===== src/rtl/sp2c_pkg.sv =====
`timescale 1ns / 1ps
// Shared widths, types and constant tables for the polar-to-Cartesian scan block.
// Used by sp2c_front, sp2c_fifo, sp2c_cordic and scan_polar_to_cartesian.
package sp2c_pkg;

  localparam int RANGE_BITS   = 16;
  localparam int ANGLE_BITS   = 16;
  localparam int IDX_BITS     = 16;
  localparam int INT_BITS     = 16;
  localparam int CFG_BITS     = 16;
  localparam int CFG_IDX_BITS = 2;

  // CORDIC gain compensation in Q30
  localparam int GAIN_BITS = 30;
  localparam logic [GAIN_BITS-1:0] GAIN_Q30 = 30'd652032874;

  localparam int PROD_BITS = RANGE_BITS + GAIN_BITS;
  localparam int P_BITS    = PROD_BITS - 14;
  localparam int XW        = RANGE_BITS + 20;
  localparam int ZW        = 33;
  localparam int STEPS     = 16;
  localparam int OUT_BITS  = RANGE_BITS + 1;

  localparam int QDEPTH    = 4;
  localparam int QPTR_BITS = 2;

  typedef enum logic [CFG_IDX_BITS-1:0] {
    REG_START_ANGLE = 2'd0,
    REG_ANGLE_STEP  = 2'd1
  } cfg_reg_e;

  typedef struct packed {
    logic [IDX_BITS-1:0]   idx;
    logic [ANGLE_BITS-1:0] ang;
    logic [RANGE_BITS-1:0] range_mm;
    logic [INT_BITS-1:0]   inten;
  } item_t;

  typedef struct packed {
    logic [IDX_BITS-1:0] idx;
    logic [INT_BITS-1:0] inten;
  } meta_t;

  // atan(2^-i) in units of 2pi/2^32
  function automatic logic signed [ZW-1:0] atan_lut(input int unsigned i);
    logic signed [ZW-1:0] a;
    case (i)
      0:       a = 33'sd536870912;
      1:       a = 33'sd316933406;
      2:       a = 33'sd167458907;
      3:       a = 33'sd85004756;
      4:       a = 33'sd42667331;
      5:       a = 33'sd21354465;
      6:       a = 33'sd10680862;
      7:       a = 33'sd5340245;
      8:       a = 33'sd2670163;
      9:       a = 33'sd1335087;
      10:      a = 33'sd667544;
      11:      a = 33'sd333772;
      12:      a = 33'sd166886;
      13:      a = 33'sd83443;
      14:      a = 33'sd41722;
      15:      a = 33'sd20861;
      default: a = '0;
    endcase
    return a;
  endfunction

  // sign-extend a register word and reduce it to the beam angle width
  function automatic logic [ANGLE_BITS-1:0] ext_angle(input logic [CFG_BITS-1:0] v);
    logic signed [31:0] s;
    s = 32'(signed'(v));
    return s[ANGLE_BITS-1:0];
  endfunction

endpackage


===== src/rtl/sp2c_fifo.sv =====
`timescale 1ns / 1ps
// Short queue of samples between the front end and the CORDIC pipeline.
// Depends on sp2c_pkg.
module sp2c_fifo import sp2c_pkg::*; (
  input  logic  clk_i,
  input  logic  rst_ni,
  input  logic  push_i,
  input  item_t item_i,
  output logic  full_o,
  input  logic  pop_i,
  output logic  vld_o,
  output item_t item_o
);

  item_t                mem_q [QDEPTH];
  logic [QPTR_BITS-1:0] wptr_q, wptr_d;
  logic [QPTR_BITS-1:0] rptr_q, rptr_d;
  logic [QPTR_BITS:0]   cnt_q, cnt_d;
  logic                 do_push;
  logic                 do_pop;

  assign full_o  = (cnt_q == (QPTR_BITS+1)'(QDEPTH));
  assign vld_o   = (cnt_q != '0);
  assign item_o  = mem_q[rptr_q];
  assign do_push = push_i & ~full_o;
  assign do_pop  = pop_i & vld_o;

  assign wptr_d = do_push ? wptr_q + QPTR_BITS'(1) : wptr_q;
  assign rptr_d = do_pop ? rptr_q + QPTR_BITS'(1) : rptr_q;

  always_comb begin
    cnt_d = cnt_q;
    if (do_push && !do_pop) begin
      cnt_d = cnt_q + (QPTR_BITS+1)'(1);
    end else if (do_pop && !do_push) begin
      cnt_d = cnt_q - (QPTR_BITS+1)'(1);
    end
  end

  always_ff @(posedge clk_i or negedge rst_ni) begin
    if (!rst_ni) begin
      wptr_q <= '0;
      rptr_q <= '0;
      cnt_q  <= '0;
    end else begin
      wptr_q <= wptr_d;
      rptr_q <= rptr_d;
      cnt_q  <= cnt_d;
    end
  end

  always_ff @(posedge clk_i) begin
    if (do_push) begin
      mem_q[wptr_q] <= item_i;
    end
  end

  a_no_push_full: assert property (@(posedge clk_i) disable iff (!rst_ni)
    !(push_i && full_o)) else $error("push into full queue");
  a_no_pop_empty: assert property (@(posedge clk_i) disable iff (!rst_ni)
    !(pop_i && !vld_o)) else $error("pop from empty queue");
  a_cnt_bound: assert property (@(posedge clk_i) disable iff (!rst_ni)
    cnt_q <= (QPTR_BITS+1)'(QDEPTH)) else $error("queue count out of range");

endmodule


===== config.mk =====
export PLATFORM = sky130hd
export DESIGN_NAME = sp2c_fifo
export DESIGN_NICKNAME = d
export VERILOG_FILES = /design/src/rtl/sp2c_pkg.sv /design/src/rtl/sp2c_fifo.sv
export SDC_FILE = /design/constraint.sdc
export NUM_CORES = 1
export LEC_CHECK = 0
export ABC_AREA = 1
export BUFFER_PORTS_ARGS = -buffer_cell sky130_fd_sc_hd__buf_2
export CAP_MARGIN = 25
export CORE_MARGIN = 5
export CORE_UTILIZATION = 50
export CTS_CLUSTER_SIZE = 10
export DETAILED_ROUTE_END_ITERATION = 10
export PLACE_DENSITY = 0.75
export SETUP_SLACK_MARGIN = 0.4
export SLEW_MARGIN = 20
export SYNTH_ARGS = -nofsm -noshare
export SYNTH_HDL_FRONTEND = slang
export SYNTH_SLANG_ARGS = --single-unit

===== constraint.sdc =====
create_clock -name clk_i -period 5.22 [get_ports clk_i]
set_input_delay 1.044 -clock clk_i [delete_from_list [all_inputs] [get_ports clk_i]]
set_output_delay 1.044 -clock clk_i [all_outputs]
set_load 0.01 [all_outputs]

==> flow_summary.toml <==
[global_routing]
grt_pass1_wl_um = 31100
grt_pass1_vias = 6083
globalRoute.totalOverflow = 0
grt.total_usage_pct = 16.2
grt_start_max_net_pins = 124
grt_antenna_before_repair = 4

[die]
core_area_mm2 = 0.0210
floorplan.die_area_mm2 = 0.0243
rows = 53
initial_utilization_pct = 50.7
chipWidth_um = 156
io_pins = 134
die_boundary_height_um = 156

[clock_tree]
numCtsBuffers = 30
cts_htree_levels = 1
cts.clk_slew.worst_paths_ps = 50
clock_insertion_delay_worst_skew_ps = 540
tritoncts = "built"
cts.root.buffer_cell = "clkbuf_16"
cts_buffer_depth = 3
cts_hold_repair.buffers = 0
postCtsSetupBuffers = 0
post_cts_resized = 0
tritoncts_num_sinks = 263

[final_layout]
final.fill_count = 1603
final_design_area_no_fill_mm2 = 0.0123
multi_input_comb_area_mm2 = 0.00193
regArea_mm2 = 0.00786
drive_above_1_share_pct = 19.3
finalNetCount = 1017
area.growth.synth_to_final_pct = 15.7
fin_util_pct = 58.6

[logic_synthesis]
synth.lib_cells_used.distinct = 17
mapped_area_mm2 = 0.0107
simple_logic_cell_fraction_of_the_synthesized_area_pct = 7.92
synth_xor_xnor_area_share_pct = 0.0822
syn_avg_cell_area_um2 = 13.2
synth_compound_area_share_pct = 9.06
synth_cells = 807
yosysSeqAreaShare_pct = 73.8
yosys.area_share.adder_pct = 0.775
ys.warnings.count = 0
synth_net_count = 881
synthMuxAreaShare_pct = 0
ys_seq_elements = 263
dominant_combinational_cell_family_by_area_after_synthesis = "compound AO/OA/AOI/OAI gates"

[worst_setup_path]
crit-reg2reg-launch = "cnt_q[0]"
critical-path-top-delay-family = "buffers and inverters"
chain_of_cells_forming_the_critical_path = "inv_6, buf_4, nand2_1, o211ai_1, nand2_1, buf_2"
timing.critical_path.from = "rptr_q[0]"
path_buf_inv = 3
crit_fanout = 123
timing.setup.critical_path_class = "flip-flop to output port"
endpoint_kind = "output port"
crit_path_frequent_cell = "nand2_1"
arrival_ps = 2600
r2r.worst_path.cells = 5
start_kind = "flip-flop"
critical_path.slowest_cell = "inv_6"
critical_path_cell_count = 6
cp.required_ps = 4180
cpPeakStageDelay_ps = 600

[pwr]
irDropWorstVdd_uv = 342
power.density_mw_per_mm2 = 565
overall_power_of_the_completed_layout_w = 0.00697
power_leakage_nw = 5.01

[placement]
detailedPlacementHpwl_um = 12100
placement.cell_area_mm2 = 0.0115
gpl.final_weighted_congestion = 0.739
port_buffers = 133

[detailed_routing]
detail_route.wirelength_um = 20100
final_antenna_net_count = 0
drt-wirelength-per-cell_um = 16.3
dr_total_vias = 6202
initialDrtViolationCount = 449
route.detailed.vias_per_inst = 5.03
detailed_router_iteration_count_before_antenna_repair = 4
drcViolationCount = 0

[run]
max_cap_violations = 0

[sta]
setup_total_negative_slack_ps = 0
hold_slack_ps = 334
worst_clock_skew_ps = 15.5
report.final.hold_viol_count = 0
report.final.slew_viol_count = 0
max-slew-margin-rel_pct = 34.1
timing.final.crit_share_pct = 69.8
rsz0062_at_grt = "no"
setup_viol = 0
worst-slew-pin-transition_ps = 987
final_period_minus_worst_setup_slack_ps = 3650
max_freq_ghz = 0.274

[run_status]
status = "finished, final reports clean"

[hold_path]
min-delay-path-class = "input pin to async pin"
==> state kept, by name (all words and copies together) (netlist names) <==
signal	count
mem_q	256
wptr_q	2
cnt_q	3
rptr_q	2
==> logic make-up after synthesis <==
family / after synthesis
buffers and inverters: 186
DFF: 263
and+or+nand+nor: 222
xor gates and xnor gates: 1
AOI/OAI and AO/OA: 129
adders and majority gates: 6
==> area by class of cell <==
class	count	share of cell area [%]
Inverter	144	4.43
Tap cell	275	2.79
Multi-Input combinational cell	358	15.7
Timing Repair Buffer	146	6.45
Antenna cell	2	0.0406
Clock buffer	46	6.83
Sequential cell	263	63.8
==> where the power goes <==
group | internal, W | total [W] | switching, W
clock network | 0.00109 | 0.00181 | 0.000725
registers | 0.00278 | 0.00288 | 0.0000982
logic | 0.000734 | 0.00228 | 0.00154
==> worst paths after layout <==
path | endpoint | slack, ps
max in group asynchronous | rptr_q[1] | 4700
max reg2reg | mem_q[0][60] | 2750
min reg2reg | cnt_q[2] | 500
min in group clk_i | cnt_q[2] | 500
min | cnt_q[1] | 330
max | item_o[53] | 1570
==> per-stage QoR <==
| stage | cells | setup WS (ps) |
|---|---|---|
| 6_report | 1234 | 1570 |
| 5_1_grt | 1233 | 1340 |
| 4_1_cts | 1231 | 1560 |
| 3_5_place_dp | 1185 | 2030 |
| 2_1_floorplan | 807 | 869 |
| 3_3_place_gp | 1185 | 2070 |
==> cells in the final DEF, fill, tap and decap left out <==
cell type and instances:
o21ai_0 1, diode_2 2, xnor2_1 1, buf_4 11, inv_2 1, clkbuf_16 31
buf_16 1, buf_12 1, nand3_1 7, o211ai_1 128, edfxtp_1 256, dfrtp_1 6
clkbuf_8 1, buf_2 133, nor2_4 4, clkbuf_1 14, nand2_1 210, inv_1 142
nand4_1 1, ha_1 5, fa_1 1, dfrtp_2 1, inv_6 1
==> Yosys cell counts <==
library cell,n,area [µm²]
o21ai_0,1,5.00
xnor2_1,1,8.76
buf_6,23,259
inv_1,142,533
nor2_1,4,15.0
fa_1,1,20.0
nand4_1,1,6.26
ha_1,5,62.6
buf_4,3,22.5
buf_2,10,50.1
dfrtp_1,7,175
nand2_1,210,788
nand3_1,7,35.0
o211ai_1,128,961
clkbuf_1,6,22.5
edfxtp_1,256,7690
inv_2,2,7.51
==> layer usage <==
| layer | global-route usage, % | up-vias | wire (µm) |
|---|---|---|---|
| met5 | 0 | - | 26 |
| met4 | 5.79 | 6 | 547 |
| met3 | 3.44 | 43 | 1420 |
| met2 | 27.9 | 185 | 10000 |
| met1 | 20.2 | 2903 | 8100 |
| li1 | - | 3065 | - |
No activity file was read; power rests on OpenSTA's default activity.
