File: src/rtl/sp2c_pkg.sv
`timescale 1ns / 1ps
// Shared widths, types and constant tables for the polar-to-Cartesian scan block.
// Used by sp2c_front, sp2c_fifo, sp2c_cordic and scan_polar_to_cartesian.
package sp2c_pkg;

  localparam int RANGE_BITS   = 16;
  localparam int ANGLE_BITS   = 16;
  localparam int IDX_BITS     = 16;
  localparam int INT_BITS     = 16;
  localparam int CFG_BITS     = 16;
  localparam int CFG_IDX_BITS = 2;

  // CORDIC gain compensation in Q30
  localparam int GAIN_BITS = 30;
  localparam logic [GAIN_BITS-1:0] GAIN_Q30 = 30'd652032874;

  localparam int PROD_BITS = RANGE_BITS + GAIN_BITS;
  localparam int P_BITS    = PROD_BITS - 14;
  localparam int XW        = RANGE_BITS + 20;
  localparam int ZW        = 33;
  localparam int STEPS     = 16;
  localparam int OUT_BITS  = RANGE_BITS + 1;

  localparam int QDEPTH    = 4;
  localparam int QPTR_BITS = 2;

  typedef enum logic [CFG_IDX_BITS-1:0] {
    REG_START_ANGLE = 2'd0,
    REG_ANGLE_STEP  = 2'd1
  } cfg_reg_e;

  typedef struct packed {
    logic [IDX_BITS-1:0]   idx;
    logic [ANGLE_BITS-1:0] ang;
    logic [RANGE_BITS-1:0] range_mm;
    logic [INT_BITS-1:0]   inten;
  } item_t;

  typedef struct packed {
    logic [IDX_BITS-1:0] idx;
    logic [INT_BITS-1:0] inten;
  } meta_t;

  // atan(2^-i) in units of 2pi/2^32
  function automatic logic signed [ZW-1:0] atan_lut(input int unsigned i);
    logic signed [ZW-1:0] a;
    case (i)
      0:       a = 33'sd536870912;
      1:       a = 33'sd316933406;
      2:       a = 33'sd167458907;
      3:       a = 33'sd85004756;
      4:       a = 33'sd42667331;
      5:       a = 33'sd21354465;
      6:       a = 33'sd10680862;
      7:       a = 33'sd5340245;
      8:       a = 33'sd2670163;
      9:       a = 33'sd1335087;
      10:      a = 33'sd667544;
      11:      a = 33'sd333772;
      12:      a = 33'sd166886;
      13:      a = 33'sd83443;
      14:      a = 33'sd41722;
      15:      a = 33'sd20861;
      default: a = '0;
    endcase
    return a;
  endfunction

  // sign-extend a register word and reduce it to the beam angle width
  function automatic logic [ANGLE_BITS-1:0] ext_angle(input logic [CFG_BITS-1:0] v);
    logic signed [31:0] s;
    s = 32'(signed'(v));
    return s[ANGLE_BITS-1:0];
  endfunction

endpackage

File: src/rtl/sp2c_front.sv
`timescale 1ns / 1ps
// Front end: configuration registers, beam angle and sample index tracking,
// and drop of empty samples. Depends on sp2c_pkg.
module sp2c_front import sp2c_pkg::*; (
  input  logic                    clk_i,
  input  logic                    rst_ni,
  input  logic                    cfg_valid_i,
  output logic                    cfg_ready_o,
  input  logic [CFG_IDX_BITS-1:0] cfg_index_i,
  input  logic [CFG_BITS-1:0]     cfg_data_i,
  input  logic                    in_valid_i,
  output logic                    in_stall_o,
  input  logic                    start_of_scan_i,
  input  logic                    range_infinite_i,
  input  logic [RANGE_BITS-1:0]   distance_i,
  input  logic [INT_BITS-1:0]     intensity_i,
  input  logic                    q_full_i,
  output logic                    push_o,
  output item_t                   item_o
);

  logic [ANGLE_BITS-1:0] start_angle_q, start_angle_d;
  logic [ANGLE_BITS-1:0] angle_step_q, angle_step_d;
  logic [ANGLE_BITS-1:0] beam_angle_q, beam_angle_d;
  logic [IDX_BITS-1:0]   index_q, index_d;
  logic                  accept;
  logic [IDX_BITS-1:0]   idx;
  logic [ANGLE_BITS-1:0] ang;

  assign cfg_ready_o = 1'b1;
  assign in_stall_o  = q_full_i;
  assign accept      = in_valid_i & ~q_full_i;

  assign idx = start_of_scan_i ? '0 : index_q;
  assign ang = start_of_scan_i ? start_angle_q : beam_angle_q;

  always_comb begin
    start_angle_d = start_angle_q;
    angle_step_d  = angle_step_q;
    if (cfg_valid_i) begin
      case (cfg_index_i)
        REG_START_ANGLE: start_angle_d = ext_angle(cfg_data_i);
        REG_ANGLE_STEP:  angle_step_d  = ext_angle(cfg_data_i);
        default: ;
      endcase
    end
  end

  // the index and angle advance on every beat, dropped or not
  assign index_d      = accept ? idx + IDX_BITS'(1) : index_q;
  assign beam_angle_d = accept ? ang + angle_step_q : beam_angle_q;

  always_ff @(posedge clk_i or negedge rst_ni) begin
    if (!rst_ni) begin
      start_angle_q <= '0;
      angle_step_q  <= '0;
      beam_angle_q  <= '0;
      index_q       <= '0;
    end else begin
      start_angle_q <= start_angle_d;
      angle_step_q  <= angle_step_d;
      beam_angle_q  <= beam_angle_d;
      index_q       <= index_d;
    end
  end

  assign push_o          = accept & ~range_infinite_i & (distance_i != '0);
  assign item_o.idx      = idx;
  assign item_o.ang      = ang;
  assign item_o.range_mm = distance_i;
  assign item_o.inten    = intensity_i;

endmodule

File: config.mk
export PLATFORM = sky130hd
export DESIGN_NAME = sp2c_front
export DESIGN_NICKNAME = d
export VERILOG_FILES = /design/src/rtl/sp2c_pkg.sv /design/src/rtl/sp2c_front.sv
export SDC_FILE = /design/constraint.sdc
export NUM_CORES = 1
export LEC_CHECK = 0
export ABC_AREA = 1
export BUFFER_PORTS_ARGS = -buffer_cell sky130_fd_sc_hd__buf_4
export CAP_MARGIN = 10
export CORE_UTILIZATION = 53
export DETAILED_ROUTE_END_ITERATION = 8
export PLACE_DENSITY = 0.78
export SYNTH_ARGS = -nofsm -noshare
export SYNTH_HDL_FRONTEND = slang
export SYNTH_SLANG_ARGS = --single-unit
File: constraint.sdc
create_clock -name clk_i -period 2.2 [get_ports clk_i]
set_clock_uncertainty 0.1 [all_clocks]
set_input_delay 0.44 -clock clk_i [delete_from_list [all_inputs] [get_ports clk_i]]
set_output_delay 0.44 -clock clk_i [all_outputs]
set_load 0.05 [all_outputs]
==> results of run 1 <==
[final cells by class]
type	instances	area share, %
multi-input cells	399	40.10
flip-flops and latches	64	29.67
repair buffers	128	18.50
inverters	88	6.166
clock buffers	12	2.874
well taps	102	2.364
clock inverters	3	0.3245
[power breakdown]
group,switching (mW),internal [mW],leakage [nW]
Combinational,1.30,0.860,2.02
Sequential,0.146,1.40,0.817
Clock,0.456,0.461,0.0882
[stage by stage]
| stage | utilization (%) | hold WS [ns] |
|---|---|---|
| global route | 69.85 | 0.1759 |
| floorplan | - | 0.04441 |
| global placement | 67.57 | 0.3591 |
| CTS | 69.80 | 0.1293 |
| finish | 69.85 | 0.08744 |
| detailed placement | 67.57 | 0.3604 |
[registers in the layout, indices dropped and copies added (netlist names)]
name / cells
beam_angle_q: 16
start_angle_q: 16
angle_step_q: 16
index_q: 16
[metal layers]
layer	share of wire, %	track usage [%]
met1	47	34.09
met2	47	41.92
met3	4.3	3.518
met4	1.6	9.392
met5	0	0
[cells in the mapped netlist, drive strengths merged]
| cell | instances | area (um^2) |
|---|---|---|
| and2 | 1 | 6.260 |
| conb | 1 | 3.750 |
| clkbuf | 11 | 41.29 |
| nor2 | 40 | 216.5 |
| nand3 | 30 | 165.2 |
| nor4 | 4 | 25.02 |
| xnor2 | 6 | 52.55 |
| xor2 | 6 | 52.55 |
| fa | 1 | 20.02 |
| o21ai | 51 | 255.3 |
| nand4 | 4 | 25.02 |
| nor3 | 6 | 41.29 |
| buf | 39 | 292.8 |
| dfrtp | 64 | 1602 |
| inv | 88 | 332.8 |
| or2 | 5 | 31.28 |
| a21oi | 8 | 40.04 |
| ha | 16 | 200.2 |
| nand3b | 3 | 22.52 |
| nand2 | 217 | 829.6 |
[cells by family (layout without fill, tap and decap cells)]
kind of cell	Yosys count	after routing
compound gates	59	59
xor+xnor	12	12
fa+ha+maj	17	17
buf+inv	138	231
flops	64	64
other cells	1	1
simple gates	310	310
[worst max path at each step]
stage / to / slack (ns)
6_report: beam_angle_q[7] / 0.19
4_1_cts: item_o[33] / 0.14
3_3_place_gp: beam_angle_q[12] / -0.08
2_1_floorplan: beam_angle_q[5] / -0.23
3_5_place_dp: beam_angle_q[6] / -0.11
5_1_grt: beam_angle_q[7] / 0.06
==> impl_results.md, run 1 <==
- Number of global-route vias before repair: 3796
- CTS max path bufs: 2
- Pin count of the biggest net entering global routing: 65
- Cts hold-fix bufs: 0
- CP Cell Sequence: or2_2, o21ai_2, inv_2, ha_1, nand2_1, nand2_1, nand3_1, nand2_1, or2_1, nand3_1, o21ai_1
- CTS tree: done
- Initial DRC Count: 191
- Synth Area in Compound Gates: around 7%
- Final net count: 764
- Post-CTS Setup Bufs: 0
- Total GRT Usage: 25.46%
- DRC errors left: 0
- Xor/xnor share of the synthesized area: 2.470%
- # rows: 32
- Placer Congestion: a little under 0.9
- Final Non-Filler Cells: 796
- Vias: 3863
- Peak supply drop: 0.0006520 V
- Power, Total: 4.628 mW
- TNS Setup: 0 ns
- Worst Setup Start Kind: flop
- Placeable Area: 0.007727 mm^2
- Leakage Power: between 2 and 3 nW
- Fmax achieved: 498.6 MHz
- HP Class: in2async
- Max Fanout on Critical Path: 4
- DP HPWL: 7643 um
- Sequential area share after synthesis: between 30% and 40%
- Synth Register Bits: 64
- Max-cap violation count: 0
- Design area: 0.005398 mm^2
- CTS sink cnt: between 60 and 70
- End of the worst register-to-register path: beam_angle_q[7]
- Pre-antenna DRT Iters: 6
- Port buffer count: 90
- Worst-Skew Late Latency: 0.34 ns
- Routed vias/inst: 4.853
- Grt ovf: 0
- PwrDens: approximately 860 mW/mm^2
- CP Capture Type: flop
- Cells after Synth: 601
- Clk Tree Root Cell: clkbuf_8
- CP Data Arrival Time: 2.12 ns
- Placed Cells: about 780
- Most frequent CP cell: nand2_1
- Layout cell share with drive strength beyond 1: 27.67%
- Syn Area/Cell: 7.080 um^2
- Total CTS buffers: 9
- Drt total wl: 10010 um
- Initial Utilization: 55.07%
- Top Ports: 124
- Multi-input logic area: about 0.0022 mm^2
- Commonest non-fill, non-tap cells in the layout: nand2_1 (202), buf_4 (125), inv_1 (84), dfrtp_1 (64), o21ai_0 (42)
- Synth Area in Adders: under 10%
- Crit path buffers/inverters: 1
- Final Setup Violations: 0
- P&R area growth vs syn: 26.85%
- Placed Area: 0.005221 mm^2
- Simple-gate share of the synthesized area: around 32%
- Place WS: -0.1059 ns
- Max Transition Viols Final: 0
- Drt wl/cell: 12.57 um
- H-tree depth: 3
- Post-CTS resize count: 0
- Die width: 91.61 um
- Worst-path clk slew: 0.07 ns
- Worst Tran Pin Value: 0.8234 ns
- Synth Cell Area: 0.004255 mm^2
- Final ANT Viol Nets: 0
- Die H: between 90 and 100 um
- R2R Setup Slk: between 0.15 and 0.2 ns
- Status: finished, final reports clean
- Slew Limit Headroom: 45.11%
- CP max stage cell: dfrtp_1
- Initial antenna violation count: 0
- Register Area: 0.001602 mm^2
- RSZ-0062 raised after global routing: false
- Filler cell count: 686
- Most common cell after layout, fill and taps aside: nand2_1
- Yosys warning total: 0
- Net Count, Synth: 675
- Reg2reg start: start_angle_q[1]
- Cell depth of the worst flop-to-flop path: 11
- Crit path launch: start_angle_q[1]
- Number of cells on the critical path: 11
- Antenna diodes: 0
- Final hold violations: 0
- Setup ws final: 0.1945 ns
- Delay-heaviest family, CP: simple AND/OR/NAND/NOR gates
- Crit path time final: 2.005 ns
- Proportion of synthesized area in mux cells: 0%
- Critical path required time: 2.32 ns
- Largest family of logic cells by synthesized area: simple AND/OR/NAND/NOR gates
- First-pass GRT wire length: between 15000 and 20000 um
- DIE AREA: approximately 0.0084 mm^2
- Crit share post-route: around 91%
- Crit path kind: reg2reg
- Crit-path max cell delay: 0.38 ns
- Netlist cell types: 33
(Power assumes the default switching activity.)
==> run 2: changes to the inputs <==
Settings changed: CORE_ASPECT_RATIO from default to 1.5.
==> run 2 against run 1 <==
Final cell count increased by 0.50%; hold slack gained 0.014 ns; fmax decreased by 1.9%; largest cell class unchanged; largest power group unchanged; combinational power hardly changed; design area rose by 2.6%; non-clock buffer count rose by 3; routed wire length fell by 0.23%; flip-flop and latch count did not move.
==> impl_results.md, run 2 (same netlist as run 1, synthesis figures left out) <==
- Worst-Skew Late Latency: 0.33 ns
- Placeable Area: 0.007710 mm^2
- Critical path required time: 2.31 ns
- First-pass GRT wire length: 17150 um
- Leakage Power: 3.002 nW
- Crit share post-route: 92.95%
- Pre-antenna DRT Iters: 4
- Layout cell share with drive strength beyond 1: 27.94%
- CTS sink cnt: 64
- Die width: 75.16 um
- Power, Total: 5.135 mW
- Total CTS buffers: 9
- H-tree depth: 3
- Max Transition Viols Final: 0
- Status: finished, final reports clean
- Initial DRC Count: 191
- Routed vias/inst: 4.930
- Drt total wl: 9983 um
- Commonest non-fill, non-tap cells in the layout: nand2_1 (202), buf_4 (128), inv_1 (84), dfrtp_1 (64), o21ai_0 (43)
- Slew Limit Headroom: 44.96%
- DP HPWL: 7615 um
- P&R area growth vs syn: 30.20%
- Grt ovf: 0
- Crit path time final: about 2 ns
- Worst-path clk slew: 0.05 ns
- CTS max path bufs: 2
- Most common cell after layout, fill and taps aside: nand2_1
- DRC errors left: 0
- PwrDens: 926.8 mW/mm^2
- Crit-path max cell delay: 0.38 ns
- CP Cell Sequence: or2_2, o21ai_0, buf_4, fa_1, inv_2, nand2_1, nand3_2, or2_2, nand3_1, o21ai_0
- Placed Cells: 784
- TNS Setup: 0 ns
- Crit path kind: reg2reg
- Antenna diodes: 0
- Port buffer count: 90
- Worst Setup Start Kind: flop
- Placed Area: 0.005231 mm^2
- Drt wl/cell: 12.48 um
- Design area: 0.005540 mm^2
- CP Capture Type: flop
- Min Hold Slack: a little over 0.1 ns
- Fmax achieved: 489.0 MHz
- Max Fanout on Critical Path: 4
- CP max stage cell: dfrtp_1
- Delay-heaviest family, CP: simple AND/OR/NAND/NOR gates
- Worst Tran Pin Value: between 0.8 and 0.9 ns
- Final Non-Filler Cells: 800
- Placer Congestion: 0.9258
- Clk Tree Root Cell: clkbuf_16
- Top Ports: 124
- CP Data Arrival Time: 2.15 ns
- Final hold violations: 0
- HP Class: in2async
- Initial antenna violation count: 0
- R2R Setup Slk: 0.16 ns
- Initial Utilization: 55.19%
- Vias: 3944
- Filler cell count: about 670
- Peak supply drop: 0.0006952 V
- CTS tree: done
- Die H: around 110 um
- Number of global-route vias before repair: slightly below 4000
- Max-cap violation count: 0
- RSZ-0062 raised after global routing: false
- Crit path buffers/inverters: 2
- DIE AREA: between 0.008 and 0.009 mm^2
- Total GRT Usage: 26.72%
- Final net count: 767
- Final Setup Violations: 0
- Pin count of the biggest net entering global routing: 65
- # rows: 39
- Final ANT Viol Nets: 0
## run 2: final timing paths
path / cells after the start / endpoint / from
worst max-delay path: 10 / beam_angle_q[6] / start_angle_q[1]
worst min-delay path: 1 / index_q[4] / rst_ni
worst max register to register: 10 / beam_angle_q[6] / start_angle_q[1]
worst min register to register: 2 / beam_angle_q[0] / beam_angle_q[0]
max in group asynchronous: 1 / start_angle_q[11] / rst_ni
min in group clk_i: 3 / start_angle_q[12] / cfg_data_i[12]
## run 2: layout make-up
class / count / area [um^2] / area share, %
Clock inverter: 3 / 40.04 / 0.7227
Inverter: 88 / 332.8 / 6.007
Sequential cell: 64 / 1602 / 28.91
Tap cell: 102 / 127.6 / 2.304
Clock buffer: 13 / 260.3 / 4.697
Timing Repair Buffer: 131 / 1012 / 18.27
Multi-Input combinational cell: 399 / 2166 / 39.09
## run 2: stage by stage
stage	setup slack, ns	util (%)
2_1_floorplan	-0.2310	-
3_3_place_gp	-0.1258	67.85
3_5_place_dp	-0.1666	67.85
4_1_cts	0.1418	71.75
5_1_grt	0.004274	71.86
6_report	0.1551	71.86
## run 2: repair_timing
action,4_1_cts,5_1_grt
setup endpoints to repair,0,1
resized for setup,0,2
buffers inserted,0,0
hold buffers,0,0
## run 2: routing by layer
metal / share of wire, % / track usage [%] / wire, um / vias to the layer above
li1: - / - / - / 2002
met1: 41 / 31.31 / 4089 / 1839
met2: 53 / 46.55 / 5302 / 83
met3: 3.7 / 4.525 / 367 / 20
met4: 2.2 / 11.73 / 223 / 0
met5: 0 / 0 / 0 / -
## run 2: power by group
part / switching, mW / internal (mW)
clock: 0.486 / 0.934
combinational: 1.29 / 0.874
sequential: 0.142 / 1.41
total: 1.92 / 3.21
